--- src/hdl/lbm_pkg.sv ---
// Package for the D3Q19 cell equilibrium block: fixed-point constants,
// sequencer state type and the lattice direction table.
// No dependencies.
`timescale 1ns / 1ps
`default_nettype none
package lbm_pkg;
    localparam int FRAC_BITS = 28;
    localparam int NDIR      = 19;
    localparam int SUM_W     = 40;
    localparam int W_W       = 29;
    localparam int K_W       = 31;

    localparam logic [1:0] CFG_W_REST = 2'd0;
    localparam logic [1:0] CFG_W_FACE = 2'd1;
    localparam logic [1:0] CFG_W_EDGE = 2'd2;
    localparam logic [1:0] CFG_INV_CS = 2'd3;

    localparam logic [1:0] WCLS_REST = 2'd0;
    localparam logic [1:0] WCLS_FACE = 2'd1;
    localparam logic [1:0] WCLS_EDGE = 2'd2;

    typedef enum logic [3:0] {
        ST_LOAD, ST_DIV, ST_UU, ST_BASE,
        ST_DOT, ST_CU, ST_CU2, ST_POLY, ST_WR, ST_FEQ, ST_EMIT
    } t_state;

    // 2-bit signed components cx, cy, cz and weight class
    typedef struct packed {
        logic signed [1:0] cx;
        logic signed [1:0] cy;
        logic signed [1:0] cz;
        logic [1:0]        wcls;
    } t_dir;

    function automatic t_dir dir_vec(input logic [4:0] d);
        t_dir r;
        case (d)
            5'd0:    r = '{ 2'sd0, -2'sd1, -2'sd1, WCLS_EDGE};
            5'd1:    r = '{-2'sd1,  2'sd0, -2'sd1, WCLS_EDGE};
            5'd2:    r = '{ 2'sd0,  2'sd0, -2'sd1, WCLS_FACE};
            5'd3:    r = '{ 2'sd1,  2'sd0, -2'sd1, WCLS_EDGE};
            5'd4:    r = '{ 2'sd0,  2'sd1, -2'sd1, WCLS_EDGE};
            5'd5:    r = '{-2'sd1, -2'sd1,  2'sd0, WCLS_EDGE};
            5'd6:    r = '{ 2'sd0, -2'sd1,  2'sd0, WCLS_FACE};
            5'd7:    r = '{ 2'sd1, -2'sd1,  2'sd0, WCLS_EDGE};
            5'd8:    r = '{-2'sd1,  2'sd0,  2'sd0, WCLS_FACE};
            5'd9:    r = '{ 2'sd0,  2'sd0,  2'sd0, WCLS_REST};
            5'd10:   r = '{ 2'sd1,  2'sd0,  2'sd0, WCLS_FACE};
            5'd11:   r = '{-2'sd1,  2'sd1,  2'sd0, WCLS_EDGE};
            5'd12:   r = '{ 2'sd0,  2'sd1,  2'sd0, WCLS_FACE};
            5'd13:   r = '{ 2'sd1,  2'sd1,  2'sd0, WCLS_EDGE};
            5'd14:   r = '{ 2'sd0, -2'sd1,  2'sd1, WCLS_EDGE};
            5'd15:   r = '{-2'sd1,  2'sd0,  2'sd1, WCLS_EDGE};
            5'd16:   r = '{ 2'sd0,  2'sd0,  2'sd1, WCLS_FACE};
            5'd17:   r = '{ 2'sd1,  2'sd0,  2'sd1, WCLS_EDGE};
            5'd18:   r = '{ 2'sd0,  2'sd1,  2'sd1, WCLS_EDGE};
            default: r = '{ 2'sd0,  2'sd0,  2'sd0, WCLS_REST};
        endcase
        return r;
    endfunction

    function automatic logic signed [31:0] sat32(input logic signed [65:0] v);
        if (v > 66'sd2147483647)       return 32'sh7fffffff;
        else if (v < -66'sd2147483648) return 32'sh80000000;
        else                           return v[31:0];
    endfunction
endpackage
`default_nettype wire

--- src/hdl/lbm_mulq.sv ---
// Shared Q-format multiplier: 32x32 signed product registered, then
// round half up and saturate. Depends on lbm_pkg.
`timescale 1ns / 1ps
`default_nettype none
module lbm_mulq (
    input  wire logic               i_clk,
    input  wire logic signed [31:0] i_a,
    input  wire logic signed [31:0] i_b,
    output logic signed [31:0]      o_q
);
    import lbm_pkg::*;
    logic signed [63:0] r_prod;
    logic signed [65:0] w_rnd;

    always_ff @(posedge i_clk) begin
        r_prod <= i_a * i_b;
    end

    // arithmetic shift of p + half floors, which is round half up
    assign w_rnd = (66'(r_prod) + (66'sd1 <<< (FRAC_BITS - 1))) >>> FRAC_BITS;
    assign o_q   = sat32(w_rnd);
endmodule
`default_nettype wire

--- config.mk ---
export PLATFORM = sky130hd
export DESIGN_NAME = lbm_mulq
export DESIGN_NICKNAME = d
export VERILOG_FILES = /design/src/hdl/lbm_pkg.sv /design/src/hdl/lbm_mulq.sv
export SDC_FILE = /design/constraint.sdc
export NUM_CORES = 2
export LEC_CHECK = 0
export BUFFER_PORTS_ARGS = -buffer_cell sky130_fd_sc_hd__buf_2
export CAP_MARGIN = 0
export CORE_UTILIZATION = 40
export CTS_CLUSTER_SIZE = 8
export DETAILED_ROUTE_END_ITERATION = 7
export HOLD_SLACK_MARGIN = 0.08
export PLACE_DENSITY = 0.55
export SLEW_MARGIN = 20
export SYNTH_ARGS = -nofsm -noshare
export SYNTH_HDL_FRONTEND = slang
export SYNTH_SLANG_ARGS = --single-unit
--- constraint.sdc ---
create_clock -name i_clk -period 14.49 [get_ports i_clk]
set_clock_uncertainty 0.05 [all_clocks]
set_input_delay 0.7245 -clock i_clk [delete_from_list [all_inputs] [get_ports i_clk]]
set_output_delay 0.7245 -clock i_clk [all_outputs]
set_load 0.02 [all_outputs]
==> impl_metrics.csv <==
group,metric,value,unit
timing,period_needed,8650,ps
global_routing,grt_antenna_before_repair,7,
layout,nets,5262,
timing,hold_violations,0,
layout,final_common_cell,"fa_1",
clock_tree,clock-sinks,37,
layout,reg_top3,"r_prod (37)",
clock_tree,clkTransAtPathRegs,50,ps
clock_tree,cts-resized-gates,0,
synth,yosysTopAreaCell,"fa_1",
worst_setup_path,startpoint,"i_b[6]",
synth,synth_area,37500,sq um
detailed_routing,firstDrtPassIters,5,
timing,rsz0062_at_grt,"no",
detailed_routing,drcViolationCount,0,
synth,synth_area_per_cell,9.29,sq um
layout,num-fill-cells,9248,
worst_setup_path,cp-end-kind,"flop",
global_routing,grt_busiest_layer,"met2",
floorplanning,rows,111,
global_routing,grt_pass1_vias,29800,
worst_setup_path,cp_slowest_stage_delay,1020,ps
run_status,outcome,"completed",
layout,area.sequential,741,sq um
layout,area_delta_synth_final,3.93,%
min_path,holdCritPathClass,"flop to output pin",
floorplanning,core,92200,sq um
layout,largest_reg_flops,37,
worst_setup_path,start_kind,"input pin",
floorplanning,die_area,94900,sq um
synth,ys_ff_latch,37,
layout,multiInputGateArea,32200,sq um
detailed_routing,num_vias,25700,
synth,seq_area_frac_synth,1.98,%
synth,yosysWarnings,0,
synth,syn_inst,4034,
global_routing,grtUsageMet3,1.32,%
layout,final_cell_mix,"fa_1 (1081), inv_1 (979), nand2_1 (535)",
worst_setup_path,slowest_stage,"fa_1",
place,hpwl,81300,um
timing,worst_slew_pin_slew,962,ps
worst_setup_path,path_buf_inv,9,
synth,synth.area.top_cells,"fa_1 (58%), inv_1 (9.8%), and2_1 (8.7%)",
worst_setup_path,arrival,8760,ps
timing,slew-limit-headroom,35.8,%
timing,finalMaxSlewViolations,0,
floorplanning,fp.dieH,308,um
global_routing,grt_max_degree,33,
worst_setup_path,cpLargestDelayFamily,"adder cells",
detailed_routing,routed_wl,97300,um
worst_setup_path,worstPathRequired,14600,ps
layout,final_layout_size_suffix_gt1_share,3.35,%
timing,fin_crit_sh,59.7,%
clock_tree,cts_tree,"yes",
clock_tree,cts_hold_buf,0,
detailed_routing,drt-vias-per-instance,4.95,
floorplanning,die_w,308,um
detailed_routing,drt_iter0_drc,969,
timing,setup_tns,0,ps
timing,setup_viol,0,
layout,largest-register,"r_prod",
synth,yosysTopAreaCellShare,57.8,%
floorplanning,floorplan.initialDensity,40.6,%
clock_tree,h-tree-depth,2,
synth,synth_fp_nets,5361,
place,gp_congestion,0.854,
global_routing,grt_pass1_wl,164000,um
global_routing,met1_usage,27.3,%
synth,ys_types,64,
clock_tree,clockBufferDepth,2,
global_routing,grt_use_met2,42.0,%
global_routing,grt_usage,22.0,%
detailed_routing,wire_per_inst,18.8,um
synth,synth-edff-count,0,
clock_tree,post_cts_buffers,0,
clock_tree,cts-root-buf,"clkbuf_16",
synth,async_reset_ff_share,0,%
detailed_routing,drtAntennaViolNets,0,
worst_setup_path,criticalPathCategory,"input pin to flop",
global_routing,gr-total-overflow,0,
synth,synth-main-ff-cell,"dfxtp_1",
floorplanning,io_pins,97,
worst_setup_path,critPathMaxFanout,32,
timing,max_freq,0.116,GHz
job,drv_cap,0,
min_path,worstHoldStart,"r_prod[63]$_DFF_P_",
place,portBuffers,96,
clock_tree,numCtsBuffers,5,
==> final cells by class <==
cell class,instances,area share [%]
multi-input combinational,2801,82.7
inverter,979,9.44
tap,1243,3.99
sequential,37,1.90
timing repair buffer,111,1.52
clock buffer,6,0.331
clock inverter,2,0.0996
antenna,4,0.0257
==> metal layers <==
metal | vias to the layer above | share of wire (%) | wire length (um)
li1 | 11300 | - | -
met2 | 399 | 54 | 52700
met1 | 13800 | 41 | 40300
met4 | 6 | 2.1 | 2000
met5 | - | 0.027 | 26
met3 | 110 | 2.3 | 2280
==> kinds of logic after synthesis <==
kind of cell | synth area share [%]
xor+xnor | 1.94
fa+ha+maj | 63.8
simple gates | 16.6
flops | 1.98
compound gates | 3.65
buf+inv | 12.1
==> synth_stat cells, types with 10 or more instances <==
cell and n:
fa_1 1081, inv_1 979, nand2_1 535, and2_1 519, clkbuf_1 202, ha_1 181
a21oi_1 72, nor2_1 65, o21ai_0 60, xnor2_1 54, dfxtp_1 37, nand3_1 34
xor2_1 29, a21o_1 26, nand4_1 21, nand2b_1 12, nor3_1 12, and3_1 11
buf_2 10
==> worst min-delay path, cell delays in order (launching register included) <==
cell     delay, ps
dfxtp_1        330
and2_1         170
buf_2          160
==> path summary, 6_finish.rpt <==
path | cells past startpoint | slack (ps) | endpoint
hold / removal | 2 | 1600 | o_q[31]
setup / recovery | 25 | 5840 | r_prod[57]$_DFF_P_
==> through the flow <==
step           hold WS (ps)  worst slack (ps)  cell area (sq um)  instances  utilization [%]
2_1_floorplan          1180              6510              37500       4034                -
3_3_place_gp           1330              5600              38800       5171             42.0
3_5_place_dp           1330              5560              38800       5171             42.0
4_1_cts                1630              5840              38900       5179             42.2
5_1_grt                1660              5320              38900       5182             42.2
6_report               1600              5840              38900       5183             42.2
Power is not shown: default switching activity piles up to over one toggle a cycle in this logic, so the estimate is an artifact.
