==> src/hdl/lbm_pkg.sv <==
// Package for the D3Q19 cell equilibrium block: fixed-point constants,
// sequencer state type and the lattice direction table.
// No dependencies.
`timescale 1ns / 1ps
`default_nettype none
package lbm_pkg;
    localparam int FRAC_BITS = 28;
    localparam int NDIR      = 19;
    localparam int SUM_W     = 40;
    localparam int W_W       = 29;
    localparam int K_W       = 31;

    localparam logic [1:0] CFG_W_REST = 2'd0;
    localparam logic [1:0] CFG_W_FACE = 2'd1;
    localparam logic [1:0] CFG_W_EDGE = 2'd2;
    localparam logic [1:0] CFG_INV_CS = 2'd3;

    localparam logic [1:0] WCLS_REST = 2'd0;
    localparam logic [1:0] WCLS_FACE = 2'd1;
    localparam logic [1:0] WCLS_EDGE = 2'd2;

    typedef enum logic [3:0] {
        ST_LOAD, ST_DIV, ST_UU, ST_BASE,
        ST_DOT, ST_CU, ST_CU2, ST_POLY, ST_WR, ST_FEQ, ST_EMIT
    } t_state;

    // 2-bit signed components cx, cy, cz and weight class
    typedef struct packed {
        logic signed [1:0] cx;
        logic signed [1:0] cy;
        logic signed [1:0] cz;
        logic [1:0]        wcls;
    } t_dir;

    function automatic t_dir dir_vec(input logic [4:0] d);
        t_dir r;
        case (d)
            5'd0:    r = '{ 2'sd0, -2'sd1, -2'sd1, WCLS_EDGE};
            5'd1:    r = '{-2'sd1,  2'sd0, -2'sd1, WCLS_EDGE};
            5'd2:    r = '{ 2'sd0,  2'sd0, -2'sd1, WCLS_FACE};
            5'd3:    r = '{ 2'sd1,  2'sd0, -2'sd1, WCLS_EDGE};
            5'd4:    r = '{ 2'sd0,  2'sd1, -2'sd1, WCLS_EDGE};
            5'd5:    r = '{-2'sd1, -2'sd1,  2'sd0, WCLS_EDGE};
            5'd6:    r = '{ 2'sd0, -2'sd1,  2'sd0, WCLS_FACE};
            5'd7:    r = '{ 2'sd1, -2'sd1,  2'sd0, WCLS_EDGE};
            5'd8:    r = '{-2'sd1,  2'sd0,  2'sd0, WCLS_FACE};
            5'd9:    r = '{ 2'sd0,  2'sd0,  2'sd0, WCLS_REST};
            5'd10:   r = '{ 2'sd1,  2'sd0,  2'sd0, WCLS_FACE};
            5'd11:   r = '{-2'sd1,  2'sd1,  2'sd0, WCLS_EDGE};
            5'd12:   r = '{ 2'sd0,  2'sd1,  2'sd0, WCLS_FACE};
            5'd13:   r = '{ 2'sd1,  2'sd1,  2'sd0, WCLS_EDGE};
            5'd14:   r = '{ 2'sd0, -2'sd1,  2'sd1, WCLS_EDGE};
            5'd15:   r = '{-2'sd1,  2'sd0,  2'sd1, WCLS_EDGE};
            5'd16:   r = '{ 2'sd0,  2'sd0,  2'sd1, WCLS_FACE};
            5'd17:   r = '{ 2'sd1,  2'sd0,  2'sd1, WCLS_EDGE};
            5'd18:   r = '{ 2'sd0,  2'sd1,  2'sd1, WCLS_EDGE};
            default: r = '{ 2'sd0,  2'sd0,  2'sd0, WCLS_REST};
        endcase
        return r;
    endfunction

    function automatic logic signed [31:0] sat32(input logic signed [65:0] v);
        if (v > 66'sd2147483647)       return 32'sh7fffffff;
        else if (v < -66'sd2147483648) return 32'sh80000000;
        else                           return v[31:0];
    endfunction
endpackage
`default_nettype wire

==> src/hdl/lbm_div.sv <==
// Restoring divider, one quotient bit per cycle: m / rho in Q form, divided as |m|
// with the sign put back, truncated and saturated. Depends on lbm_pkg.
`timescale 1ns / 1ps
`default_nettype none
module lbm_div (
    input  wire logic                          i_clk,
    input  wire logic                          i_rst_n,
    input  wire logic                          i_start,
    input  wire logic signed [lbm_pkg::SUM_W-1:0] i_num,
    input  wire logic signed [lbm_pkg::SUM_W-1:0] i_den,
    output logic                               o_done,
    output logic signed [31:0]                 o_quo
);
    import lbm_pkg::*;
    localparam int STEPS = SUM_W + FRAC_BITS;
    localparam int CW    = $clog2(STEPS + 1);

    logic [STEPS-1:0]   r_num, n_num;
    logic [SUM_W:0]     r_rem, n_rem;
    logic [STEPS-1:0]   r_quo, n_quo;
    logic [SUM_W-1:0]   r_den;
    logic               r_neg;
    logic [CW-1:0]      r_cnt;
    logic               r_busy;
    logic [SUM_W:0]     w_trial;
    logic [SUM_W-1:0]   w_abs;

    assign w_abs   = i_num[SUM_W-1] ? SUM_W'(-i_num) : i_num;
    assign w_trial = {r_rem[SUM_W-1:0], r_num[STEPS-1]};

    always_comb begin
        n_num = r_num << 1;
        if (w_trial >= {1'b0, r_den}) begin
            n_rem = w_trial - {1'b0, r_den};
            n_quo = {r_quo[STEPS-2:0], 1'b1};
        end else begin
            n_rem = w_trial;
            n_quo = {r_quo[STEPS-2:0], 1'b0};
        end
    end

    always_ff @(posedge i_clk) begin
        if (!i_rst_n) begin
            r_busy <= 1'b0;
            r_cnt  <= '0;
        end else if (i_start) begin
            r_busy <= 1'b1;
            r_cnt  <= CW'(STEPS);
            r_num  <= {w_abs, {FRAC_BITS{1'b0}}};
            r_rem  <= '0;
            r_quo  <= '0;
            r_den  <= i_den;
            r_neg  <= i_num[SUM_W-1];
        end else if (r_busy) begin
            r_num <= n_num;
            r_rem <= n_rem;
            r_quo <= n_quo;
            r_cnt <= r_cnt - 1'b1;
            if (r_cnt == CW'(1)) r_busy <= 1'b0;
        end
    end

    logic w_ovf;
    assign w_ovf  = |r_quo[STEPS-1:31];
    assign o_done = r_busy && (r_cnt == '0) ? 1'b0 : (!r_busy && r_cnt == '0);
    always_comb begin
        if (w_ovf) o_quo = r_neg ? 32'sh80000000 : 32'sh7fffffff;
        else       o_quo = r_neg ? -$signed({1'b0, r_quo[30:0]})
                                 : $signed({1'b0, r_quo[30:0]});
    end
endmodule
`default_nettype wire

==> config.mk <==
export PLATFORM = sky130hd
export DESIGN_NAME = lbm_div
export DESIGN_NICKNAME = d
export VERILOG_FILES = /design/src/hdl/lbm_pkg.sv /design/src/hdl/lbm_div.sv
export SDC_FILE = /design/constraint.sdc
export NUM_CORES = 1
export LEC_CHECK = 0
export ABC_AREA = 1
export BUFFER_PORTS_ARGS = -buffer_cell sky130_fd_sc_hd__buf_2
export CORE_ASPECT_RATIO = 0.9
export CORE_MARGIN = 3
export CORE_UTILIZATION = 61
export DETAILED_ROUTE_END_ITERATION = 7
export GPL_ROUTABILITY_DRIVEN = 0
export PLACE_DENSITY = 0.92
export SYNTH_ARGS = -nofsm -noshare
export SYNTH_HDL_FRONTEND = slang
export SYNTH_SLANG_ARGS = --single-unit
==> constraint.sdc <==
create_clock -name i_clk -period 11.8 [get_ports i_clk]
set_input_delay 2.36 -clock i_clk [delete_from_list [all_inputs] [get_ports i_clk]]
set_output_delay 2.36 -clock i_clk [all_outputs]
set_load 0.01 [all_outputs]
==> metrics list, run 1 <==
- Via count of the first global-routing pass: between 10k and 15k
- For the pin with the worst max-slew slack, the measured transition is approximately 1.1 ns.
- Detailed placement finished with a half-perimeter wire length of 24.1 mm.
* Synth top area share: 42.3%
- In the finished design, the share of the clock period the worst path needs comes to 50.7%.
- Crit-path cells: nor2_1, nand3_1, nor3_1, nand3_1, nor2_2, inv_1, nand2_1, o21ai_0, buf_2
* Number of sinks handled by clock tree synthesis: 197
- The critical path starts at r_quo[33]$_SDFFCE_PP0P_.
- Synthesis produced approximately 1.8k cells.
- Largest driver fanout on the critical path: 27
- Setup repair after global routing left no endpoint under its margin.
- Setup bufs post-CTS: 0
- Overall overflow remaining after global route: 0
* Synthesis-to-layout area growth: 9.80%
- STA classifies the critical path startpoint as a register.
- Kind of cell adding the most delay to the critical path: simple AND/OR/NAND/NOR gates
- The tree is rooted in a sky130_fd_sc_hd__clkbuf_16.
- Pin placement for this block handled 116 I/O pins.
* Number of warnings reported in the yosys synthesis log: 0
- Number of antenna violations at the first check in global routing: 0
- The first global-routing pass estimated 55.0 mm of wire.
- Per-instance average area after synthesis: 7.26 um^2
- On the worst path, the slowest cell contributes a delay of 0.79 ns.
* Buffers and inverters on the worst path: 2
- Setup violations, final: 0
- After clock tree synthesis, the clock-pin slew on the worst setup and hold paths is ~0.070 ns.
- Among all stages on the critical path, the largest delay is contributed by sky130_fd_sc_hd__nor2_2.
* Highest attainable clock frequency: 0.167 GHz
- Hold repair after CTS inserted 0 buffers.
- At the later pin of the worst-skew pair, clock insertion delay measures 0.45 ns.
* Category of the critical setup timing path: register to primary output
- Result of the run: complete, no violations
- Drt initial violations: 1518
* Die X: 162 um
- In this run the vertical extent of the chip is 147 um.
- Counting every net in the synthesized netlist gives 1975.
- Register bit count reported by yosys: 197
* Buffer levels on the longest clock path: 2
- Cell Pwr Density: 130 nW/um^2
- In this run, CTS created clock tree buffers numbering 17.
* Filler Cells Inserted: 1654
- In this run the tightest slew margin relative to its limit is between 20% and 30%.
- Max-cap violations in this run came to 0.
* Routed vias: 12.4k
* Area of the die: 23800 um^2
- Sequential elements use 43.5% of the synthesized area.
- Clock skew on the completed layout was measured at around 0.01 ns.
- IO buf count: 115
- Number of antenna-violating nets in the routed design: 0
- After detailed routing, the total wire length is 33.5 mm.
* Final Hold Vio Count: 0
* Largest net degree at the start of global routing: 100
- CP Data Arrival Time: 3.62 ns
- In the final layout, flip-flops and latches occupy 5840 um^2.
* Clock period minus final worst setup slack: about 6.0 ns
- Number of nets in the finished design: 2071
- Before antenna repair, the detailed router went through 6 iterations.
- Max Slew Vio Count: 0
- Min-Delay Path Class: register to register
- The tightest hold path in the finished design has a slack of 0.474 ns.
* Gates resized, CTS repair: 0
* Unique masters post-synth: 42
- Once layout is complete, the utilization of the core stands at 69.4%.
* Worst path required time: 9.44 ns
- Cell row count: 50
- Counting instances in the post-synthesis netlist gives the leading cell types as sky130_fd_sc_hd__nand2_1, sky130_fd_sc_hd__inv_1, sky130_fd_sc_hd__nor2_1, sky130_fd_sc_hd__edfxtp_1, sky130_fd_sc_hd__nand3_1.
* Critical path capture point type: primary output
* Average routed wire per standard cell: 14.9 um
- EDFF count, synth: 189
- Summed instance area of the synthesized netlist: 13400 um^2
- The number of antenna diodes in the final layout is 0.
- Leakage component of the power: 0.00717 uW
- For this configuration, the core starts out at a cell density of 63.2%.
- The startpoint identified for the worst register-to-register timing path is r_busy$_SDFF_PN0_.
- The biggest area contributor in the post-synthesis netlist is sky130_fd_sc_hd__edfxtp_1.
- Among all flip-flop cells after synthesis, the most frequent one is sky130_fd_sc_hd__edfxtp_1.
- Adding up every negative setup slack in the final design gives 0 ns.
- After floorplanning, the core was sized to cover ~21000 um^2.
- Across the VDD grid, the largest voltage drop is about 0.098 mV.
- DRC violation count after routing: 0
- For this run, asynchronously set or reset flops after synthesis account for 0%.
- TritonCTS clock tree: built
* Ranking of synthesized cells by area: sky130_fd_sc_hd__edfxtp_1, sky130_fd_sc_hd__nand2_1, sky130_fd_sc_hd__inv_1, sky130_fd_sc_hd__nor2_1, sky130_fd_sc_hd__ha_1
- In this run the most critical hold path is launched from r_cnt[3]$_SDFFE_PP0P_.
- Htree depth: 4
* Worst path most repeated cell: sky130_fd_sc_hd__nand3_1
* Ratio of cells with drive above 1 in the final layout: approximately 9.0%
- Among all cell types in the netlist, the one instantiated most often is sky130_fd_sc_hd__nand2_1.
- In the routed layout, each cell is associated on average with a via count of 5.54.
- Total global-route track usage: 28.3%
* Multi-input gate area: 6160 um^2
-- report_power, final --
part           internal, uW  switching (uW)  leakage (uW)
Combinational           155             327       0.00502
Sequential              835            25.7       0.00189
Clock                   292             273      0.000260
-- layout by cell type (no fill, tap or decap), types with 3 or more instances in the layout --
cell,instances
sky130_fd_sc_hd__nand2_1,537
sky130_fd_sc_hd__xor2_1,57
sky130_fd_sc_hd__nand3b_1,11
sky130_fd_sc_hd__inv_1,317
sky130_fd_sc_hd__buf_4,4
sky130_fd_sc_hd__nor2_2,11
sky130_fd_sc_hd__ha_1,44
sky130_fd_sc_hd__clkinvlp_4,4
sky130_fd_sc_hd__nand4_1,25
sky130_fd_sc_hd__clkinv_4,3
sky130_fd_sc_hd__nor3_1,20
sky130_fd_sc_hd__nor2_1,309
sky130_fd_sc_hd__a31oi_1,10
sky130_fd_sc_hd__nand3_2,4
sky130_fd_sc_hd__xnor2_1,6
sky130_fd_sc_hd__nand2_2,3
sky130_fd_sc_hd__a21oi_1,48
sky130_fd_sc_hd__nand3_1,88
sky130_fd_sc_hd__inv_2,3
sky130_fd_sc_hd__o21bai_1,4
sky130_fd_sc_hd__o31ai_1,5
sky130_fd_sc_hd__edfxtp_1,189
sky130_fd_sc_hd__o21ai_0,75
sky130_fd_sc_hd__clkbuf_16,17
sky130_fd_sc_hd__or2_2,3
sky130_fd_sc_hd__o21a_1,3
sky130_fd_sc_hd__dfxtp_1,8
sky130_fd_sc_hd__o21ai_1,7
sky130_fd_sc_hd__a21o_1,3
sky130_fd_sc_hd__buf_2,115
-- logic make-up after synthesis --
group / after synthesis / synth area share, %
buffers and inverters: 362 / 10.6
flip-flops: 197 / 43.5
adder cells (fa/ha/maj): 45 / 4.26
AO/OA/AOI/OAI: 159 / 6.38
AND/OR/NAND/NOR: 1021 / 31.2
XOR/XNOR: 63 / 4.12
-- routing by layer --
layer | vias up | global-route usage, % | wire (um)
met2 | 739 | 42.4 | 14700
met1 | 5555 | 39.8 | 13800
met3 | 117 | 6.78 | 3940
met4 | 0 | 10.9 | 1050
li1 | 6013 | - | -
met5 | - | 0 | 0
-- worst paths after layout --
| path | slack [ns] | depth (start not counted) | end |
|---|---|---|---|
| max reg2reg | 8.56 | 4 | r_rem[20]$_SDFFCE_PP0P_ |
| min reg2reg | 0.47 | 2 | r_cnt[3]$_SDFFE_PP0P_ |
| max | 5.82 | 9 | o_quo[8] |
| min | 0.47 | 2 | r_cnt[3]$_SDFFE_PP0P_ |
-- registers in the layout (all words and copies together), names as in the netlist --
signal	cells
r_den	40
r_rem	40
r_num	40
r_quo	68
r_neg	1
r_cnt	7
r_busy	1
-- worst reg2reg max path, cell delays in order (launching register included) --
cell and delay, ns:
sky130_fd_sc_hd__dfxtp_1 0.43, sky130_fd_sc_hd__nor2_1 0.12, sky130_fd_sc_hd__nor2_4 0.66, sky130_fd_sc_hd__buf_4 0.72
sky130_fd_sc_hd__buf_4 0.86
-- per-stage QoR --
stage               total power (uW)  instance area [um^2]  setup slack, ns  instances
floorplan                       1220                 13400             2.30       1847
global placement                1320                 14200             5.87       2210
detailed placement              1340                 14200             5.71       2210
global route                    2000                 14700             5.50       2242
finish                          1910                 14700             5.82       2242
CTS                             1890                 14700             5.87       2242
-- area by class of cell --
type | count | area share (%)
clock buffers | 18 | 2.92
clock inverters | 14 | 0.867
inverters | 320 | 8.16
multi-input cells | 1288 | 41.9
flip-flops and latches | 197 | 39.6
well taps | 286 | 2.43
repair buffers | 119 | 4.11
Note: power is estimated with default switching activity, not from simulation.
==> run 2: changes to the inputs <==
CORE_UTILIZATION = 55   (was 61)
PLACE_DENSITY = 0.88   (was 0.92)
clock period = 5.2 ns   (was 11.8 ns; I/O delays follow)
==> metrics list, run 2 (same netlist as run 1, synthesis figures left out) <==
- Result of the run: complete, no violations (unchanged)
* Core Util, Final: 62.4% (was 69.4%)
* Commonest cells after routing, fill and taps aside: sky130_fd_sc_hd__nand2_1, sky130_fd_sc_hd__inv_1, sky130_fd_sc_hd__nor2_1, sky130_fd_sc_hd__edfxtp_1, sky130_fd_sc_hd__buf_2 (unchanged)
- The overall overflow remaining after global route was 0 (unchanged).
* Placed instance area: 14200 um^2 (about the same)
- Detail Placement HPWL: 23.4 mm (was 24.1 mm)
* Average routed wire per standard cell: 14.0 um (was 14.9 um)
* Setup violations, final: 0 (unchanged)
- The internal power is 2920 uW (was 1280 uW).
- The part of the power in combinational logic is 25.1% (was 25.3%).
- Tcrit/Tclk final: 74.4%
- Drt initial violations: 1421 (was 1518)
- FF-to-FF path depth: 12 (was 4)
- The number of global-route vias before repair came to 11.2k (was 11.7k).
* TritonCTS clock tree: built (unchanged)
- The TritonCTS buffer count came to 17 (unchanged).
* Die X: 171 um (was 162 um)
* Ratio of cells with drive above 1 in the final layout: 9.15% (was 9.00%)
- The core footprint came to 23700 um^2 (was 21200 um^2).
* Critical-path cell with the highest stage delay: sky130_fd_sc_hd__nand2_1 (was sky130_fd_sc_hd__nor2_2)
- Max-slew headroom: 28.6% (was 29.0%)
- The number of iterations in the first detailed-routing pass came to 8 (was 6).
- Total global-route track usage: 24.1% (was 28.3%)
- The area used by sequential logic in the layout is 5840 um^2 (unchanged).
* Leakage component of the power: 0.00720 uW (was 0.00717 uW)
* Synthesis-to-layout area growth: 10.2% (was 9.80%)
- Buffer levels on the longest clock path: 2 (unchanged)
- The most common cell after layout, fill and taps aside is sky130_fd_sc_hd__nand2_1 (unchanged).
* Die height: 154 um (was 147 um)
- The clock latency reported for the late side of the worst-skew pair came to 0.44 ns (was 0.45 ns).
* Worst path most repeated cell: sky130_fd_sc_hd__inv_1 (was sky130_fd_sc_hd__nand3_1)
- CP Data Arrival Time: 2.83 ns (was 3.62 ns)
* Largest net degree at the start of global routing: 88 (was 100)
- The post-layout net count was 2073 (was 2071).
- Hold_ws: 0.473 ns (was 0.474 ns)
- Worst path required time: 4.16 ns (was 9.44 ns)
* Reported net switching power: 1390 uW (was 626 uW)
- Cell row count: 53 (was 50)
- Number of vias per cell: 5.36 (was 5.54)
* Gates resized, CTS repair: 0 (unchanged)
* Nature of the critical path startpoint: register (unchanged)
* DRC violation count after routing: 0 (unchanged)
- Routed vias: 12.1k (was 12.4k)
* RSZ-0062 raised after global routing: false (unchanged)
- Switch share: 32.3% (was 32.8%)
- Post-cts hold buffer count: 0 (unchanged)
* Stage delay of the slowest cell on the critical path: 0.56 ns (was 0.79 ns)
- The number of setup buffers added after CTS came to 0 (unchanged).
- Min-Delay Path Class: register to register (unchanged)
- IO buf count: 115 (unchanged)
- The total negative slack for setup checks came to 0 ns (unchanged).
* Filler Cells Inserted: 1947 (was 1654)
- Number of antenna violations at the first check in global routing: 2 (was 0)
- Root Buffer Master: sky130_fd_sc_hd__clkbuf_16 (unchanged)
- Final Hold Vio Count: 0 (unchanged)
- The die outline area is 26300 um^2 (was 23800 um^2).
- Category of the critical setup timing path: register to primary output (unchanged)
- The total power per unit cell area was 292 nW/um^2 (was 130 nW/um^2).
- The number of top-level pins is 116 (unchanged).
- The number of flip-flops under the largest register name was 68 (unchanged).
- Max Slew Vio Count: 0 (unchanged)
* Max Cap Viol: 0 (unchanged)
- The maximum net fanout on the critical path came to 27 (unchanged).
- Register bank with the most flops: r_quo (unchanged)
* Highest attainable clock frequency: 0.258 GHz
* Fin area: 14800 um^2 (was 14700 um^2)
- Crit-path cells: inv_1, nand4_1, nor2_1, nand3_1, nor2_2, buf_4, inv_1, nand2_1, o21ai_0, buf_2 (was nor2_1, nand3_1, nor3_1, nand3_1, nor2_2, inv_1, nand2_1, o21ai_0, buf_2).
- The sink count of the clock tree is 197 (unchanged).
* Htree depth: 4 (unchanged)
- The clock-pin slew reported for the worst setup and hold paths after clock tree synthesis came to 0.08 ns (was 0.07 ns).
- Drt total wl: 31.7 mm (was 33.5 mm)
* Critical path capture point type: primary output (unchanged)
- The worst-margin pin slew came to 1.07 ns (about the same).
- The number of nets with antenna violations after detailed routing is 0 (unchanged).
- Portion of total power attributed to the clock network: 29.8% (was 29.6%)
* Clock period minus final worst setup slack: between 3 and 4 ns
- The maximum resistive drop on vdd came to 0.217 mV (was 0.0978 mV).
- Final clock skew: 0.0111 ns (was 0.00998 ns)
- First-pass GRT wire length: 52.2 mm (was 55.0 mm)
- The area used by multi-input combinational logic came to 6160 um^2 (unchanged).
- The part of the total power dissipated in sequential elements is 45.1% (about the same).
- The number of cells on the worst hold path came to 2 (unchanged).
* Effective utilization at floorplan: 56.6% (was 63.2%)
==> run 2: changes by cell type in the layout (fill, tap and decap cells not counted), sizes merged <==
cell      delta
clkinvlp     -4
diode        +2
buf          +2
inv          +3
==> run 2: layout make-up <==
cell class              instances  share of cell area [%]
multi-input cells            1288                    41.7
clock inverters                13                   0.949
repair buffers                121                    4.20
diodes                          2                  0.0339
well taps                     302                    2.56
inverters                     320                    8.13
clock buffers                  18                    2.91
flip-flops and latches        197                    39.5
==> run 2: final timing paths <==
path	endpoint	start	slack, ns
setup / recovery	o_quo[0]	r_quo[43]$_SDFFCE_PP0P_	1.33
hold / removal	r_cnt[6]$_SDFFE_PN0N_	r_cnt[6]$_SDFFE_PN0N_	0.47
setup reg to reg	r_rem[3]$_SDFFCE_PP0P_	r_rem[24]$_SDFFCE_PP0P_	2.03
hold reg to reg	r_cnt[6]$_SDFFE_PN0N_	r_cnt[6]$_SDFFE_PN0N_	0.47
==> run 2: per-stage QoR <==
stage	setup WS (ns)	total power (uW)	cells
6_report	1.33	4310	2261
3_3_place_gp	1.98	2990	2228
4_1_cts	1.33	4310	2259
2_1_floorplan	1.20	2770	1847
5_1_grt	1.00	4540	2261
3_5_place_dp	1.80	3030	2228
==> run 2: worst max-delay path: cells and delay by family, from the launching register on <==
family,cells,cell delay [ns]
buffers and inverters,4,0.76
AND/OR/NAND/NOR,5,1.09
AO/OA/AOI/OAI,1,0.19
flip-flops,1,0.36
==> run 2: metal layers <==
layer	global-route usage [%]	share of wire, %	vias to the layer above
li1	-	-	6009
met1	34.9	44	5440
met2	36.3	43	610
met3	5.40	10	62
met4	7.49	2.1	0
met5	0	0	-
==> run 2: power groups by stage <==
stage | Combinational [uW] | Clock (uW) | Sequential, uW
2_1_floorplan | 802 | 0 | 1970
3_3_place_gp | 1020 | 0 | 1970
3_5_place_dp | 1050 | 0 | 1980
4_1_cts | 1060 | 1300 | 1950
5_1_grt | 1220 | 1370 | 1960
6_report | 1080 | 1280 | 1950
==> run 3: changes to the inputs <==
ABC_AREA = 0   (was 1)
CORE_UTILIZATION = 54   (was 55)
clock period = 3.45 ns   (was 5.2 ns; I/O delays follow)
==> metrics list, run 3 <==
* Cells after Synth: 1231 (was 1847)
* Ranking of synthesized cells by area: sky130_fd_sc_hd__edfxtp_1, sky130_fd_sc_hd__a21oi_1, sky130_fd_sc_hd__ha_1, sky130_fd_sc_hd__nor2_1, sky130_fd_sc_hd__nor2b_1 (was sky130_fd_sc_hd__edfxtp_1, sky130_fd_sc_hd__nand2_1, sky130_fd_sc_hd__inv_1, sky130_fd_sc_hd__nor2_1, sky130_fd_sc_hd__ha_1)
- Tcrit/Tclk final: 111%
* Setup violations, final: 16 (was 0)
- Most common cell in the netlist: sky130_fd_sc_hd__edfxtp_1 (was sky130_fd_sc_hd__nand2_1)
- The starting utilization of the core area came to 56.2% (was 56.6%).
* EDFF count, synth: 189 (unchanged)
- Number of antenna-violating nets in the routed design: 0 (unchanged)
* Number of sinks handled by clock tree synthesis: 197 (unchanged)
- Unique masters post-synth: 69 (was 42)
* Kind of cell adding the most delay to the critical path: simple AND/OR/NAND/NOR gates (unchanged)
- The largest incremental delay on the critical path is 0.44 ns (was 0.56 ns).
- The average detailed-routed wire length per instance was 16.9 um (was 14.0 um).
- The maximum resistive drop on vdd was 0.364 mV (was 0.217 mV).
- The detailed-route wire length was 28.7 mm (was 31.7 mm).
- Filler Cells Inserted: 1590 (was 1947)
- Htree depth: 4 (unchanged)
- The final antenna diode count is 0 (was 2).
* Share of synthesized area occupied by flip-flops and latches: 48.8% (was 43.5%)
- Critical-path cell with the highest stage delay: sky130_fd_sc_hd__or4_4 (was sky130_fd_sc_hd__nand2_1)
* Drt initial violations: 1238 (was 1421)
- Top cells by instance count after synthesis: sky130_fd_sc_hd__edfxtp_1, sky130_fd_sc_hd__nor2_1, sky130_fd_sc_hd__a21oi_1, sky130_fd_sc_hd__nand2_1, sky130_fd_sc_hd__nor2b_1 (was sky130_fd_sc_hd__nand2_1, sky130_fd_sc_hd__inv_1, sky130_fd_sc_hd__nor2_1, sky130_fd_sc_hd__edfxtp_1, sky130_fd_sc_hd__nand3_1)
- Hold_ws: 0.413 ns (was 0.473 ns)
* Summed instance area of the synthesized netlist: 11900 um^2 (was 13400 um^2)
* Crit-path cells: inv_2, ha_4, or3b_4, or4_4, nor3_4, nand2_2, buf_4, nor3_1, nor3b_1, a21oi_1, o22ai_1, buf_2 (was inv_1, nand4_1, nor2_1, nand3_1, nor2_2, buf_4, inv_1, nand2_1, o21ai_0, buf_2)
* Largest net degree at the start of global routing: 75 (was 88)
- The number of flip-flops and latches in the synthesized netlist came to 197 (unchanged).
- The TritonCTS buffer count came to 17 (unchanged).
- Number of nets in the finished design: 1523 (was 2073)
- Number of top-level pins: 116 (unchanged)
* Number of nets produced by synthesis: 1359 (was 1975)
* Synth Flop Type: sky130_fd_sc_hd__edfxtp_1 (unchanged)
- RSZ-0062 raised after global routing: true (was false)
- The cell type contributing the most total cell area after synthesis was sky130_fd_sc_hd__edfxtp_1 (unchanged).
* Multi-input gate area: 5760 um^2 (was 6160 um^2)
- Synthesis-to-layout area growth: 18.0% (was 10.2%)
- The element type at the critical path end is a primary output (unchanged).
* Clock-pin slew on the worst setup and hold paths: 0.08 ns (about the same)
- The worst path arrival time was 3.12 ns (was 2.83 ns).
* Area of the die: 23900 um^2 (was 26300 um^2)
- The number of vias per cell is 6.01 (was 5.36).
- The critical path class is register to primary output (unchanged).
* Clock period minus final worst setup slack: 3.81 ns
- Leakage component of the power: 0.00553 uW (was 0.00720 uW)
- The number of iterations in the first detailed-routing pass is 6 (was 8).
- The checks that failed: negative setup slack.
- The total negative slack for setup checks came to -3.63 ns (was 0 ns).
- Area of the core: 21300 um^2 (was 23700 um^2)
- Highest attainable clock frequency: ~0.26 GHz
- The global-route wire length before repair is 46.8 mm (was 52.2 mm).
- Max-slew headroom: 53.3% (was 28.6%)
- The number of vias after detailed routing was 10.2k (was 12.1k).
* Core Util, Final: 66.2% (was 62.4%)
* Max Slew Vio Count: 0 (unchanged)
* Reg area: 5840 um^2 (unchanged)
- The count of yosys warnings during synthesis is 0 (unchanged).
* Design Power: 6420 uW (was 4310 uW)
- The ratio of cells with drive above 1 in the final layout is 20.7% (was 9.15%).
* Cell Pwr Density: 456 nW/um^2 (was 292 nW/um^2)
- Register bank with the most flops: r_quo (unchanged)
* Max Cap Viol: 0 (unchanged)
- The clock tree skew after final layout was 0.0124 ns (was 0.0111 ns).
* Per-instance average area after synthesis: 9.70 um^2 (was 7.26 um^2)
* Post-cts hold buffer count: 0 (unchanged)
- Buffer levels on the longest clock path: 2 (unchanged)
* Largest driver fanout on the critical path: 3 (was 27)
- IO buf count: 115 (unchanged)
* Via count of the first global-routing pass: 9622 (was 11.2k)
- The fraction of registers with async set or reset after synthesis was 0% (unchanged).
- Result of the run: complete, but fails checks (was complete, no violations).
- TritonCTS clock tree: built (unchanged)
* Final worst setup slack: -0.363 ns (was 1.33 ns)
- The number of design rule violations left after detail routing is 0 (unchanged).
- Die height: 147 um (was 154 um)
* Flip-flop count of the largest register, all copies and words added: 68 (unchanged)
- The half-perimeter wire length of the detailed placement result came to 19.6 mm (was 23.4 mm).
- Worst path required time: 2.76 ns (was 4.16 ns)
* Overall overflow remaining after global route: 0 (unchanged)
- Number of antenna violations at the first check in global routing: 0 (was 2)
* Min-Delay Path Class: input port to register (was register to register)
- The number of hold violations in the final report is 0 (unchanged).
- The root buffer cell is sky130_fd_sc_hd__clkbuf_16 (unchanged).
- Nature of the critical path startpoint: register (unchanged)
* Buffers and inverters on the worst path: 3 (was 4)
* Commonest cells after routing, fill and taps aside: sky130_fd_sc_hd__edfxtp_1, sky130_fd_sc_hd__nor2_1, sky130_fd_sc_hd__a21oi_1, sky130_fd_sc_hd__buf_2, sky130_fd_sc_hd__nand2_1 (was sky130_fd_sc_hd__nand2_1, sky130_fd_sc_hd__inv_1, sky130_fd_sc_hd__nor2_1, sky130_fd_sc_hd__edfxtp_1, sky130_fd_sc_hd__buf_2)
- The most common cell after layout, fill and taps aside is sky130_fd_sc_hd__edfxtp_1 (was sky130_fd_sc_hd__nand2_1).
* Total global-route track usage: 23.8% (was 24.1%)
* Die X: 163 um (was 171 um)
- The area share of the largest cell type after synthesis is 47.5% (was 42.3%).
- Slew at the pin closest to its max-slew limit: 0.701 ns (was 1.07 ns)
- The clock latency reported for the late side of the worst-skew pair came to 0.45 ns (was 0.44 ns).
* Cell row count: 50 (was 53)
## run 3: changes by cell type after synthesis, moves of 14 or more
cell	change
sky130_fd_sc_hd__a211oi_1	+14
sky130_fd_sc_hd__a21oi_1	+76
sky130_fd_sc_hd__clkbuf_1	+32
sky130_fd_sc_hd__inv_1	-251
sky130_fd_sc_hd__nand2_1	-438
sky130_fd_sc_hd__nand3_1	-69
sky130_fd_sc_hd__nor2_1	-174
sky130_fd_sc_hd__nor2b_1	+77
sky130_fd_sc_hd__nor4_1	+15
sky130_fd_sc_hd__o21ai_0	-27
sky130_fd_sc_hd__o22ai_1	+23
sky130_fd_sc_hd__or3_1	+15
sky130_fd_sc_hd__xnor2_1	+21
sky130_fd_sc_hd__xor2_1	-15
## run 3: cell families (layout without fill, tap and decap cells)
| family | after synthesis | after routing | synth area share (%) |
|---|---|---|---|
| AND/OR/NAND/NOR | 469 | 469 | 20.1 |
| AO/OA/AOI/OAI | 309 | 309 | 15.9 |
| multiplexers | 10 | 10 | 0.848 |
| adder cells (fa/ha/maj) | 45 | 45 | 4.78 |
| flip-flops | 197 | 197 | 48.8 |
| XOR/XNOR | 69 | 69 | 5.06 |
| buffers and inverters | 132 | 309 | 4.49 |
## run 3: worst paths after layout
kind | end | slack, ns | start | cells past startpoint
setup / recovery | o_quo[18] | -0.36 | r_quo[0]$_SDFFCE_PP0P_ | 12
hold / removal | r_den[19]$_DFFE_PP_ | 0.41 | i_den[19] | 1
setup reg to reg | r_rem[38]$_SDFFCE_PP0P_ | 0.13 | r_num[67]$_DFFE_PP_ | 12
hold reg to reg | r_cnt[1]$_SDFFE_PP0P_ | 0.51 | r_cnt[1]$_SDFFE_PP0P_ | 2
## run 3: where the power goes
group | switching, uW | total (uW) | internal, uW
clock network | 978 | 1940 | 960
logic | 907 | 1530 | 620
registers | 108 | 2960 | 2850
## run 3: what timing repair did
item | CTS | global route
setup buffers | 11 | 3
cloned | 0 | 0
pin swaps | 9 | 8
endpoints found under the setup margin | 20 | 51
gates resized for setup | 27 | 15
## run 3: metal layers
metal  vias up  wire length, um  GRT usage [%]
li1       4818                -              -
met1      4767            12400           33.6
met2       546            13100           37.0
met3        44             2700           5.19
met4         2              485           7.48
met5         -               32              0
## run 3: metrics by stage
stage	cells	worst slack (ns)	cell area [um^2]
floorplan	1231	-0.00193	12000
global placement	1649	-0.142	13300
detailed placement	1649	-0.189	13300
CTS	1692	-0.328	14000
global route	1694	-0.477	14100
finish	1694	-0.363	14100
## run 3: cell type report
type / instances / area share, %
clock inverters: 15 / 0.968
repair buffers: 209 / 9.39
clock buffers: 17 / 3.02
well taps: 286 / 2.54
inverters: 68 / 1.81
flip-flops and latches: 197 / 41.4
multi-input cells: 902 / 40.9
